[config.mk]
export PLATFORM = sky130hd
export DESIGN_NAME = next_permutation_engine_flat
export DESIGN_NICKNAME = d
export VERILOG_FILES = /design/src/rtl/npe_pkg.sv /design/src/rtl/npe_stream_if.sv /design/src/rtl/npe_ucode_rom.sv /design/src/rtl/npe_sequencer.sv /design/src/rtl/npe_datapath.sv /design/src/rtl/next_permutation_engine.sv /design/src/flat_wrapper.sv
export VERILOG_INCLUDE_DIRS = /design/src /design/src/rtl
export SDC_FILE = /design/constraint.sdc
export NUM_CORES = 1
export LEC_CHECK = 0
export CAP_MARGIN = 20
export CORE_ASPECT_RATIO = 1.2
export CORE_UTILIZATION = 60
export DETAILED_ROUTE_END_ITERATION = 7
export DONT_BUFFER_PORTS = 1
export MAX_ROUTING_LAYER = met4
export PLACE_DENSITY = 0.76
export SYNTH_ARGS = -nofsm -noshare
export SYNTH_HDL_FRONTEND = slang
export SYNTH_SLANG_ARGS = --single-unit
[constraint.sdc]
create_clock -name clk_i -period 4.88 [get_ports clk_i]
set_clock_uncertainty 0.2 [all_clocks]
set_input_delay 0 -clock clk_i [delete_from_list [all_inputs] [get_ports clk_i]]
set_output_delay 0 -clock clk_i [all_outputs]
set_load 0.02 [all_outputs]
[src/rtl/next_permutation_engine_defines.svh]
// assertion macros shared by the next permutation engine rtl
`ifndef NEXT_PERMUTATION_ENGINE_DEFINES_SVH
`define NEXT_PERMUTATION_ENGINE_DEFINES_SVH

// same-cycle implication, sampled on clk_i, off while rst_ni is low
`define NPE_ASSERT_IMP(label, ante, cons, msg) \
  label: assert property (@(posedge clk_i) disable iff (!rst_ni) (ante) |-> (cons)) \
    else $error(msg);

// next-cycle implication, sampled on clk_i, off while rst_ni is low
`define NPE_ASSERT_NXT(label, ante, cons, msg) \
  label: assert property (@(posedge clk_i) disable iff (!rst_ni) (ante) |=> (cons)) \
    else $error(msg);

`endif

[src/rtl/npe_pkg.sv]
// types, codes and helpers of the next permutation engine
`timescale 1ns / 1ps

package npe_pkg;

  localparam int unsigned ModeBits   = 2;
  localparam int unsigned IndexBits  = 4;
  localparam int unsigned ValueBits  = 16;
  localparam int unsigned LengthBits = 5;

  localparam logic [ModeBits-1:0] MODE_WRITE   = 2'd0;
  localparam logic [ModeBits-1:0] MODE_ADVANCE = 2'd1;
  localparam logic [ModeBits-1:0] MODE_READ    = 2'd2;

  localparam logic [LengthBits-1:0] ACTIVE_LENGTH_RESET = 5'd16;

  typedef struct packed {
    logic [ModeBits-1:0]  mode;
    logic [IndexBits-1:0] index;
    logic [ValueBits-1:0] write_value;
  } in_item_t;

  typedef struct packed {
    logic [ValueBits-1:0] read_value;
    logic                 advanced;
  } out_item_t;

  typedef logic [4:0] step_t;

  // microprogram addresses
  localparam step_t ST_START    = 5'd0;
  localparam step_t ST_RD_CUR   = 5'd1;
  localparam step_t ST_LD_CUR   = 5'd2;
  localparam step_t ST_LOOP     = 5'd3;
  localparam step_t ST_SCAN     = 5'd4;
  localparam step_t ST_SUCC_RD  = 5'd5;
  localparam step_t ST_SUCC_CMP = 5'd6;
  localparam step_t ST_SWAP_A   = 5'd7;
  localparam step_t ST_SWAP_B   = 5'd8;
  localparam step_t ST_REV      = 5'd9;
  localparam step_t ST_REV_LO   = 5'd10;
  localparam step_t ST_REV_HI   = 5'd11;
  localparam step_t ST_REV_WB   = 5'd12;
  localparam step_t ST_FIN0     = 5'd13;
  localparam step_t ST_FIN1     = 5'd14;
  localparam step_t ST_WR       = 5'd15;
  localparam step_t ST_RD       = 5'd16;
  localparam step_t ST_RD_FIN   = 5'd17;

  typedef enum logic [1:0] {
    ADDR_P,
    ADDR_PM1,
    ADDR_S,
    ADDR_IDX
  } addr_sel_e;

  typedef enum logic [1:0] {
    WD_VA,
    WD_VB,
    WD_RDATA,
    WD_WVAL
  } wdata_sel_e;

  typedef enum logic [1:0] {
    P_HOLD,
    P_LOAD_N1,
    P_DEC,
    P_INC
  } p_op_e;

  typedef enum logic [1:0] {
    S_HOLD,
    S_LOAD_N1,
    S_DEC
  } s_op_e;

  typedef enum logic [2:0] {
    C_NEVER,
    C_ALWAYS,
    C_LEN_SHORT,
    C_P_ZERO,
    C_RD_GE_VA,
    C_VA_GE_RD,
    C_P_GE_S
  } cond_e;

  typedef enum logic [0:0] {
    SEQ_IDLE,
    SEQ_RUN
  } seq_state_e;

  typedef struct packed {
    addr_sel_e  raddr_sel;
    logic       wr_en;
    addr_sel_e  waddr_sel;
    wdata_sel_e wdata_sel;
    logic       ld_va;
    logic       ld_vb;
    p_op_e      p_op;
    s_op_e      s_op;
    logic       gate_ptr;
    cond_e      cond;
    step_t      target;
    logic       done;
    logic       adv;
    logic       rv_mem;
  } cw_t;

  localparam cw_t CW_NOP = '0;

  typedef struct packed {
    cw_t  cw;
    logic run;
    logic take;
    logic accept;
  } dp_ctrl_t;

  typedef struct packed {
    logic len_short;
    logic p_zero;
    logic rd_ge_va;
    logic va_ge_rd;
    logic p_ge_s;
  } status_t;

  function automatic step_t entry_step(logic [ModeBits-1:0] mode);
    step_t s;
    unique case (mode)
      MODE_WRITE:   s = ST_WR;
      MODE_ADVANCE: s = ST_START;
      MODE_READ:    s = ST_RD;
      default:      s = ST_FIN0;
    endcase
    return s;
  endfunction

endpackage

[src/rtl/npe_stream_if.sv]
// valid/ready stream channel with a typed payload
`timescale 1ns / 1ps

interface npe_stream_if #(
  parameter type T = logic
);
  logic valid;
  logic ready;
  T     payload;

  modport source (output valid, output payload, input ready);
  modport sink (input valid, input payload, output ready);
endinterface

[src/rtl/npe_ucode_rom.sv]
// control store: one control word per microprogram step
`timescale 1ns / 1ps

module npe_ucode_rom import npe_pkg::*; (
  input  step_t step_i,
  output cw_t   cw_o
);

  always_comb begin
    cw_o = CW_NOP;
    unique case (step_i)
      ST_START: begin
        cw_o.p_op   = P_LOAD_N1;
        cw_o.s_op   = S_LOAD_N1;
        cw_o.cond   = C_LEN_SHORT;
        cw_o.target = ST_FIN0;
      end
      ST_RD_CUR: begin
        cw_o.raddr_sel = ADDR_P;
      end
      ST_LD_CUR: begin
        cw_o.ld_va = 1'b1;
      end
      ST_LOOP: begin
        cw_o.raddr_sel = ADDR_PM1;
        cw_o.cond      = C_P_ZERO;
        cw_o.target    = ST_FIN0;
      end
      // va takes the left neighbor either way: new reference or pivot value
      ST_SCAN: begin
        cw_o.ld_va  = 1'b1;
        cw_o.p_op   = P_DEC;
        cw_o.cond   = C_RD_GE_VA;
        cw_o.target = ST_LOOP;
      end
      ST_SUCC_RD: begin
        cw_o.raddr_sel = ADDR_S;
      end
      ST_SUCC_CMP: begin
        cw_o.ld_vb    = 1'b1;
        cw_o.s_op     = S_DEC;
        cw_o.gate_ptr = 1'b1;
        cw_o.cond     = C_VA_GE_RD;
        cw_o.target   = ST_SUCC_RD;
      end
      ST_SWAP_A: begin
        cw_o.wr_en     = 1'b1;
        cw_o.waddr_sel = ADDR_P;
        cw_o.wdata_sel = WD_VB;
      end
      ST_SWAP_B: begin
        cw_o.wr_en     = 1'b1;
        cw_o.waddr_sel = ADDR_S;
        cw_o.wdata_sel = WD_VA;
        cw_o.p_op      = P_INC;
        cw_o.s_op      = S_LOAD_N1;
      end
      ST_REV: begin
        cw_o.raddr_sel = ADDR_P;
        cw_o.cond      = C_P_GE_S;
        cw_o.target    = ST_FIN1;
      end
      ST_REV_LO: begin
        cw_o.ld_va     = 1'b1;
        cw_o.raddr_sel = ADDR_S;
      end
      ST_REV_HI: begin
        cw_o.wr_en     = 1'b1;
        cw_o.waddr_sel = ADDR_P;
        cw_o.wdata_sel = WD_RDATA;
      end
      ST_REV_WB: begin
        cw_o.wr_en     = 1'b1;
        cw_o.waddr_sel = ADDR_S;
        cw_o.wdata_sel = WD_VA;
        cw_o.p_op      = P_INC;
        cw_o.s_op      = S_DEC;
        cw_o.cond      = C_ALWAYS;
        cw_o.target    = ST_REV;
      end
      ST_FIN0: begin
        cw_o.done = 1'b1;
      end
      ST_FIN1: begin
        cw_o.done = 1'b1;
        cw_o.adv  = 1'b1;
      end
      ST_WR: begin
        cw_o.wr_en     = 1'b1;
        cw_o.waddr_sel = ADDR_IDX;
        cw_o.wdata_sel = WD_WVAL;
        cw_o.done      = 1'b1;
      end
      ST_RD: begin
        cw_o.raddr_sel = ADDR_IDX;
      end
      ST_RD_FIN: begin
        cw_o.raddr_sel = ADDR_IDX;
        cw_o.done      = 1'b1;
        cw_o.rv_mem    = 1'b1;
      end
      default: begin
        cw_o.done = 1'b1;
      end
    endcase
  end

endmodule

[src/rtl/npe_sequencer.sv]
// step counter, branch logic and transaction dispatch of the microprogram
`timescale 1ns / 1ps
`include "next_permutation_engine_defines.svh"

module npe_sequencer import npe_pkg::*; (
  input  logic                clk_i,
  input  logic                rst_ni,
  input  logic                in_valid_i,
  input  logic [ModeBits-1:0] mode_i,
  input  status_t             status_i,
  input  logic                out_free_i,
  output logic                in_ready_o,
  output dp_ctrl_t            ctrl_o,
  output logic                fire_o
);

  seq_state_e state_q, state_d;
  step_t      step_q, step_d;
  cw_t        cw;
  logic       take;
  logic       run;

  npe_ucode_rom u_rom (
    .step_i (step_q),
    .cw_o   (cw)
  );

  always_comb begin
    unique case (cw.cond)
      C_NEVER:     take = 1'b0;
      C_ALWAYS:    take = 1'b1;
      C_LEN_SHORT: take = status_i.len_short;
      C_P_ZERO:    take = status_i.p_zero;
      C_RD_GE_VA:  take = status_i.rd_ge_va;
      C_VA_GE_RD:  take = status_i.va_ge_rd;
      C_P_GE_S:    take = status_i.p_ge_s;
      default:     take = 1'b0;
    endcase
  end

  assign run        = (state_q == SEQ_RUN);
  assign in_ready_o = (state_q == SEQ_IDLE);
  assign fire_o     = run && cw.done && out_free_i;

  always_comb begin
    state_d = state_q;
    step_d  = step_q;
    unique case (state_q)
      SEQ_IDLE: begin
        if (in_valid_i) begin
          state_d = SEQ_RUN;
          step_d  = entry_step(mode_i);
        end
      end
      SEQ_RUN: begin
        if (cw.done) begin
          // hold the finishing step until the result register frees up
          if (out_free_i) begin
            state_d = SEQ_IDLE;
          end
        end else if (take) begin
          step_d = cw.target;
        end else begin
          step_d = step_q + 5'd1;
        end
      end
    endcase
  end

  always_ff @(posedge clk_i or negedge rst_ni) begin
    if (!rst_ni) begin
      state_q <= SEQ_IDLE;
      step_q  <= ST_FIN0;
    end else begin
      state_q <= state_d;
      step_q  <= step_d;
    end
  end

  assign ctrl_o.cw     = cw;
  assign ctrl_o.run    = run;
  assign ctrl_o.take   = take;
  assign ctrl_o.accept = in_ready_o && in_valid_i;

  `NPE_ASSERT_NXT(a_stall_hold, run && cw.done && !out_free_i, (state_q == SEQ_RUN) && (step_q == $past(step_q)), "finishing step left while result register busy")

endmodule

[src/rtl/npe_datapath.sv]
// element memory, pointers, value registers and flags of the engine
`timescale 1ns / 1ps
`include "next_permutation_engine_defines.svh"

module npe_datapath import npe_pkg::*; #(
  parameter int unsigned MAX_ELEMENTS = 16,
  parameter int unsigned ELEMENT_BITS = 16
) (
  input  logic                  clk_i,
  input  logic                  rst_ni,
  input  dp_ctrl_t              ctrl_i,
  input  in_item_t              item_i,
  input  logic [LengthBits-1:0] active_length_i,
  output status_t               status_o,
  output logic [ValueBits-1:0]  read_value_o
);

  localparam int unsigned AW = $clog2(MAX_ELEMENTS);
  localparam int unsigned LW = $clog2(MAX_ELEMENTS + 1);

  logic [ELEMENT_BITS-1:0] mem_q [MAX_ELEMENTS];
  logic [ELEMENT_BITS-1:0] rdata_q;
  logic [ELEMENT_BITS-1:0] va_q;
  logic [ELEMENT_BITS-1:0] vb_q;
  logic [ELEMENT_BITS-1:0] wdata;
  logic [AW-1:0]           p_q, p_d;
  logic [AW-1:0]           s_q, s_d;
  logic [AW-1:0]           raddr, waddr, idx_addr, n_m1;
  logic [LW-1:0]           n;
  logic [IndexBits-1:0]    idx_q;
  logic [ValueBits-1:0]    wval_q;
  logic                    in_range_q;
  logic                    ptr_en;
  logic                    wr_go;

  function automatic logic [AW-1:0] sel_addr(addr_sel_e sel, logic [AW-1:0] p,
                                             logic [AW-1:0] s, logic [AW-1:0] ix);
    logic [AW-1:0] a;
    unique case (sel)
      ADDR_P:   a = p;
      ADDR_PM1: a = p - AW'(1);
      ADDR_S:   a = s;
      ADDR_IDX: a = ix;
      default:  a = p;
    endcase
    return a;
  endfunction

  // lengths above the store size count as the whole store
  always_comb begin
    if (32'(active_length_i) > MAX_ELEMENTS) begin
      n = LW'(MAX_ELEMENTS);
    end else begin
      n = LW'(active_length_i);
    end
  end

  assign n_m1     = AW'(n - LW'(1));
  assign idx_addr = AW'(idx_q);
  assign raddr    = sel_addr(ctrl_i.cw.raddr_sel, p_q, s_q, idx_addr);
  assign waddr    = sel_addr(ctrl_i.cw.waddr_sel, p_q, s_q, idx_addr);

  always_comb begin
    unique case (ctrl_i.cw.wdata_sel)
      WD_VA:    wdata = va_q;
      WD_VB:    wdata = vb_q;
      WD_RDATA: wdata = rdata_q;
      WD_WVAL:  wdata = ELEMENT_BITS'(wval_q);
      default:  wdata = va_q;
    endcase
  end

  // host writes past the store are dropped
  assign wr_go = ctrl_i.run && ctrl_i.cw.wr_en &&
                 ((ctrl_i.cw.waddr_sel != ADDR_IDX) || in_range_q);

  always_ff @(posedge clk_i) begin
    if (wr_go) begin
      mem_q[waddr] <= wdata;
    end
    rdata_q <= mem_q[raddr];
  end

  always_ff @(posedge clk_i) begin
    if (ctrl_i.accept) begin
      idx_q      <= item_i.index;
      wval_q     <= item_i.write_value;
      in_range_q <= (32'(item_i.index) < MAX_ELEMENTS);
    end
    if (ctrl_i.run && ctrl_i.cw.ld_va) begin
      va_q <= rdata_q;
    end
    if (ctrl_i.run && ctrl_i.cw.ld_vb) begin
      vb_q <= rdata_q;
    end
  end

  assign ptr_en = ctrl_i.run && (!ctrl_i.cw.gate_ptr || ctrl_i.take);

  always_comb begin
    p_d = p_q;
    s_d = s_q;
    if (ptr_en) begin
      unique case (ctrl_i.cw.p_op)
        P_HOLD:    p_d = p_q;
        P_LOAD_N1: p_d = n_m1;
        P_DEC:     p_d = p_q - AW'(1);
        P_INC:     p_d = p_q + AW'(1);
        default:   p_d = p_q;
      endcase
      unique case (ctrl_i.cw.s_op)
        S_HOLD:    s_d = s_q;
        S_LOAD_N1: s_d = n_m1;
        S_DEC:     s_d = s_q - AW'(1);
        default:   s_d = s_q;
      endcase
    end
  end

  always_ff @(posedge clk_i or negedge rst_ni) begin
    if (!rst_ni) begin
      p_q <= '0;
      s_q <= '0;
    end else begin
      p_q <= p_d;
      s_q <= s_d;
    end
  end

  assign status_o.len_short = (n < LW'(2));
  assign status_o.p_zero    = (p_q == '0);
  assign status_o.rd_ge_va  = (rdata_q >= va_q);
  assign status_o.va_ge_rd  = (va_q >= rdata_q);
  assign status_o.p_ge_s    = (p_q >= s_q);

  assign read_value_o = in_range_q ? ValueBits'(rdata_q) : '0;

  `NPE_ASSERT_IMP(a_perm_wr_in_len, ctrl_i.run && ctrl_i.cw.wr_en && (ctrl_i.cw.waddr_sel != ADDR_IDX), 32'(waddr) < 32'(n), "permutation write outside active length")

endmodule

[src/rtl/next_permutation_engine.sv]
// top level of the next permutation engine
`timescale 1ns / 1ps
`include "next_permutation_engine_defines.svh"

// Steps an array of up to MAX_ELEMENTS unsigned elements to its next
// permutation in lexicographic order; repeated values give each distinct
// arrangement once. A transaction on in_i writes one element (mode 0),
// advances (mode 1) or reads one element (mode 2); each gives exactly one
// transaction on out_o. An advance scans the descending tail for the pivot,
// scans for the successor, swaps the two and then reverses the suffix by
// swaps. The microprogram touches the element memory through one read and
// one write port, one element per step. One transaction is in work at a
// time; in_i is ready again once its result is in the output register.
// Elements never written read back as undefined. The user must write
// active_length through cfg_we_i/cfg_wdata_i only while no transaction is
// in work; the block itself does not enforce this.
module next_permutation_engine import npe_pkg::*; #(
  parameter int unsigned MAX_ELEMENTS = 16,
  parameter int unsigned ELEMENT_BITS = 16
) (
  input  logic                  clk_i,
  input  logic                  rst_ni,
  input  logic                  cfg_we_i,
  input  logic [LengthBits-1:0] cfg_wdata_i,
  npe_stream_if.sink            in_i,
  npe_stream_if.source          out_o
);

  logic [LengthBits-1:0] active_length_q;
  dp_ctrl_t              ctrl;
  status_t               status;
  logic [ValueBits-1:0]  mem_value;
  logic                  fire;
  logic                  out_free;
  logic                  out_valid_q;
  out_item_t             out_data_q;

  always_ff @(posedge clk_i or negedge rst_ni) begin
    if (!rst_ni) begin
      active_length_q <= ACTIVE_LENGTH_RESET;
    end else if (cfg_we_i) begin
      active_length_q <= cfg_wdata_i;
    end
  end

  assign out_free = !out_valid_q || out_o.ready;

  npe_sequencer u_seq (
    .clk_i      (clk_i),
    .rst_ni     (rst_ni),
    .in_valid_i (in_i.valid),
    .mode_i     (in_i.payload.mode),
    .status_i   (status),
    .out_free_i (out_free),
    .in_ready_o (in_i.ready),
    .ctrl_o     (ctrl),
    .fire_o     (fire)
  );

  npe_datapath #(
    .MAX_ELEMENTS (MAX_ELEMENTS),
    .ELEMENT_BITS (ELEMENT_BITS)
  ) u_dp (
    .clk_i           (clk_i),
    .rst_ni          (rst_ni),
    .ctrl_i          (ctrl),
    .item_i          (in_i.payload),
    .active_length_i (active_length_q),
    .status_o        (status),
    .read_value_o    (mem_value)
  );

  // output register parts the result from the sequencer
  always_ff @(posedge clk_i or negedge rst_ni) begin
    if (!rst_ni) begin
      out_valid_q <= 1'b0;
    end else if (fire) begin
      out_valid_q <= 1'b1;
    end else if (out_o.ready) begin
      out_valid_q <= 1'b0;
    end
  end

  always_ff @(posedge clk_i) begin
    if (fire) begin
      out_data_q.read_value <= ctrl.cw.rv_mem ? mem_value : '0;
      out_data_q.advanced   <= ctrl.cw.adv;
    end
  end

  assign out_o.valid   = out_valid_q;
  assign out_o.payload = out_data_q;

  `NPE_ASSERT_NXT(a_busy_after_accept, in_i.valid && in_i.ready, !in_i.ready, "input accepted twice in a row")
  `NPE_ASSERT_IMP(a_adv_no_data, out_valid_q && out_data_q.advanced, out_data_q.read_value == '0, "advance result carries read data")

endmodule

[src/flat_wrapper.sv]
// flat-port wrapper written by rule: the top's interface ports become plain ports
module next_permutation_engine_flat import npe_pkg::*;
#(
  parameter int unsigned MAX_ELEMENTS = 16,
  parameter int unsigned ELEMENT_BITS = 16
)
  (clk_i, rst_ni, cfg_we_i, cfg_wdata_i, in_i_valid, in_i_payload, in_i_ready, out_o_valid, out_o_payload, out_o_ready);
  npe_stream_if #(.T(in_item_t)) in_i_i ();
  npe_stream_if #(.T(out_item_t)) out_o_i ();
  input  logic clk_i;
  input  logic rst_ni;
  input  logic cfg_we_i;
  input  logic [LengthBits-1:0] cfg_wdata_i;
  input wire logic [$bits(in_i_i.valid)-1:0] in_i_valid;
  input wire logic [$bits(in_i_i.payload)-1:0] in_i_payload;
  output wire logic [$bits(in_i_i.ready)-1:0] in_i_ready;
  output wire logic [$bits(out_o_i.valid)-1:0] out_o_valid;
  output wire logic [$bits(out_o_i.payload)-1:0] out_o_payload;
  input wire logic [$bits(out_o_i.ready)-1:0] out_o_ready;
  assign in_i_i.valid = in_i_valid;
  assign in_i_i.payload = in_i_payload;
  assign in_i_ready = in_i_i.ready;
  assign out_o_valid = out_o_i.valid;
  assign out_o_payload = out_o_i.payload;
  assign out_o_i.ready = out_o_ready;
  next_permutation_engine #(.MAX_ELEMENTS(MAX_ELEMENTS), .ELEMENT_BITS(ELEMENT_BITS)) u_core (.clk_i(clk_i), .rst_ni(rst_ni), .cfg_we_i(cfg_we_i), .cfg_wdata_i(cfg_wdata_i), .in_i(in_i_i), .out_o(out_o_i));
endmodule
==> flow_summary.ini <==
[run_status]
outcome = complete, no violations

[global_routing]
grt_pass1_wl_mm = 55.86
track_usage_pct = 29.59
overflow = 0
grt_max_degree = 75
grt_pass1_vias = 9695
antenna_found_initial = 0

[worst_setup_path]
path_delay_family = simple AND/OR/NAND/NOR gates
slowest_stage = and2_4
slowest_delay_ns = 0.61
end_kind = register
crit_arrival_ns = 4.81
crit_required_ns = 5.07
r2r-start = u_core.u_seq.step_q[0]$_DFFE_PN1P_
worst_r2r_path_depth = 10
crit_type = reg -> reg
start_kind = register
path_buf_inv = 2
worstPathCellList = inv_1, ha_1, or2_0, a211oi_1, a221o_1, and2_4, buf_4, mux2i_1, a221oi_1, or4_1
worst-r2r-setup-slack_ns = 0.26
worstReg2RegEnd = u_core.u_dp.rdata_q[4]$_DFF_P_
cp_max_fo = 44

[timing]
worst_slew_pin_slew_ns = 0.9673
relSlewSlack_pct = 35.30
period_needed_ns = 4.617
rsz0062_at_grt = false
hold_slack_ns = 0.08479
fin_setup_tns_ns = 0
finalSetupViolCount = 0
hold_violations = 0
fin_crit_sh_pct = 94.61
drv_slew = 0
max_freq_mhz = 216.6

[synth]
syn_avg_cell_area_um2 = 13.96
synth_seq_cells = 361
synth_flop_cell = edfxtp_1
ys_types = 66
synth_cells = 1102
ys_warn_count = 0
async_flop_share_pct = 5.540
synth_edf_count = 325
synth_nets = 1166
syn_area_um2 = 15380
yosysSeqAreaShare_pct = 68.81

[floorplan]
die_y_um = 177.4
pin_count = 51
initial_core_util_pct = 61.75
rows = 63
core_um2 = 24910
die_x_um = 148.2
die_area_um2 = 26280

[drt]
drt_wl_total_mm = 36.95
drc = 0
firstDrtPassIters = 6
avgViaCountPerCell = 6.451
drt_iter0_drc = 1011
ant_nets = 0
drt-wirelength-per-cell_um = 24.04
num_vias = 9915

[final_layout]
area_growth_syn_to_layout_pct = 15.36
diodes = 0
instances_no_fill = 1537
layout_commonest_cell = edfxtp_1
layout_common_cells = edfxtp_1 (325), nand2_1 (100), a21oi_1 (88)
drive_above_1_share_pct = 13.28
finalNetCount = 1249

[clocking]
clock_sinks = 361
cts_made_buffers = 36
clk_path_buf_depth = 3
clock_latency_ns = 0.53
cts-root-buf = clkbuf_16
ctsHtreeMaxLevel = 2
cts_tree = yes
clk_pin_slew_ns = 0.06

[hold_path]
hold_path_class = in -> reg
hold_start = in_i_valid
hold_end = u_core.u_seq.run$_DFF_PN0_
min_delay_path_depth = 3

[placed_design]
dp_cells = 1413
port_buffers = 0
dpl.hpwl_mm = 22.08
place_congestion = 0.9410

[power_and_ir_drop]
leakage_nw = 6.332
p_comb_share_pct = 40.5
switchingPower_mw = 4.783
power_density_nw_per_um2 = 690.3
power_switching_share_pct = 39.05
intPower_mw = 7.465
seqPwrFrac_pct = 37.6
clock_power_share_pct = 21.9
ir_drop_uv = 520.5

[job]
max_cap_viol_count = 0
flip-flops by register name, indices dropped and copies added, names as in the netlist:
register,cells
u_core.u_dp.mem_q,256
u_core.out_o.payload,17
u_core.u_dp.rdata_q,16
u_core.u_dp.va_q,16
u_core.u_dp.vb_q,16
u_core.u_dp.wval_q,16
u_core.active_length_q,5
u_core.u_seq.step_q,5
u_core.u_dp.idx_addr,4
u_core.u_dp.p_q,4
u_core.u_dp.s_q,4
u_core.out_o.valid,1
u_core.u_seq.run,1
worst register-to-register path, cell delays in order, from the launching register on:
cell,delay [ns]
dfstp_2,0.57
inv_1,0.08
ha_1,0.31
or2_0,0.38
a211oi_1,0.56
a221o_1,0.29
and2_4,0.61
buf_4,0.48
mux2i_1,0.28
a221oi_1,0.14
or4_1,0.57
stage by stage:
stage	area [µm²]	utilization, %	setup WS, ns	power [mW]
after floorplan	15380	-	1.338	8.034
after global placement	15970	64.13	0.5335	9.291
after detailed placement	16000	64.24	0.4462	9.463
after CTS	17740	71.24	0.3573	12.21
after global routing	17740	71.24	0.0008855	12.84
final	17740	71.24	0.2631	12.25
area by class of cell:
class,count,area [µm²]
flip-flops and latches,361,10590
fillers,1617,7164
multi-input cells,639,4394
repair buffers,113,1079
clock buffers,47,982.2
well taps,325,406.6
clock inverters,18,170.2
inverters,34,127.6
how the worst max path moves through the flow:
stage                                              endpoint  cells past startpoint                                from
after floorplan           u_core.u_dp.mem_q[0][0]$_DFFE_PP_                      9  u_core.u_seq.step_q[3]$_DFFE_PN1P_
after global placement       u_core.u_dp.rdata_q[8]$_DFF_P_                     10  u_core.u_seq.step_q[0]$_DFFE_PN1P_
after detailed placement    u_core.u_dp.rdata_q[10]$_DFF_P_                     10  u_core.u_seq.step_q[0]$_DFFE_PN1P_
after CTS                    u_core.u_dp.rdata_q[4]$_DFF_P_                     10  u_core.u_seq.step_q[0]$_DFFE_PN1P_
after global routing         u_core.u_dp.rdata_q[4]$_DFF_P_                     10  u_core.u_seq.step_q[0]$_DFFE_PN1P_
final                        u_core.u_dp.rdata_q[4]$_DFF_P_                     10  u_core.u_seq.step_q[0]$_DFFE_PN1P_
routing by layer:
| layer | up-vias | GRT usage (%) | wire (µm) |
|---|---|---|---|
| met5 | - | - | 0 |
| met3 | 115 | 3.933 | 2727 |
| met2 | 503 | 48.16 | 18380 |
| met4 | 0 | 14.82 | 1661 |
| li1 | 4449 | - | - |
| met1 | 4848 | 36.59 | 14180 |
cells in the mapped netlist, types with 20 or more instances:
master      n  area, µm²
nor2_1     58      217.7
a21oi_1    88      440.4
mux2i_1    66      660.6
and3_1     23      143.9
clkbuf_1   37      138.9
a221oi_1   64      560.5
or4_1      20      150.1
inv_1      33      123.9
ha_1       32      400.4
o21ai_0    29      145.1
edfxtp_1  325       9759
nand2_1   101      379.1
power by group through the flow:
stage	registers [mW]	logic (mW)	clock network [mW]
floorplan	4.43	3.60	0
global placement	4.64	4.65	0
detailed placement	4.65	4.81	0
CTS	4.59	4.91	2.71
global route	4.64	5.37	2.83
finish	4.61	4.96	2.69
timing repair:
| item | CTS | global route |
|---|---|---|
| buffers inserted | 0 | 0 |
| endpoints found under the hold margin | 89 | 0 |
| resized for setup | 0 | 0 |
| endpoints found under the setup margin | 0 | 0 |
| hold buffers | 59 | 0 |
logic make-up (layout without fill, tap and decap cells):
group | after synthesis | count (layout) | share of synthesized area [%]
flip-flops | 361 | 361 | 68.81
AO/OA/AOI/OAI | 261 | 261 | 11.89
XOR/XNOR | 4 | 4 | 0.2278
multiplexers | 73 | 73 | 4.807
adder cells (fa/ha/maj) | 32 | 32 | 2.603
buffers and inverters | 102 | 212 | 3.091
AND/OR/NAND/NOR | 269 | 269 | 8.565
Power figures use the tool's default switching activity.
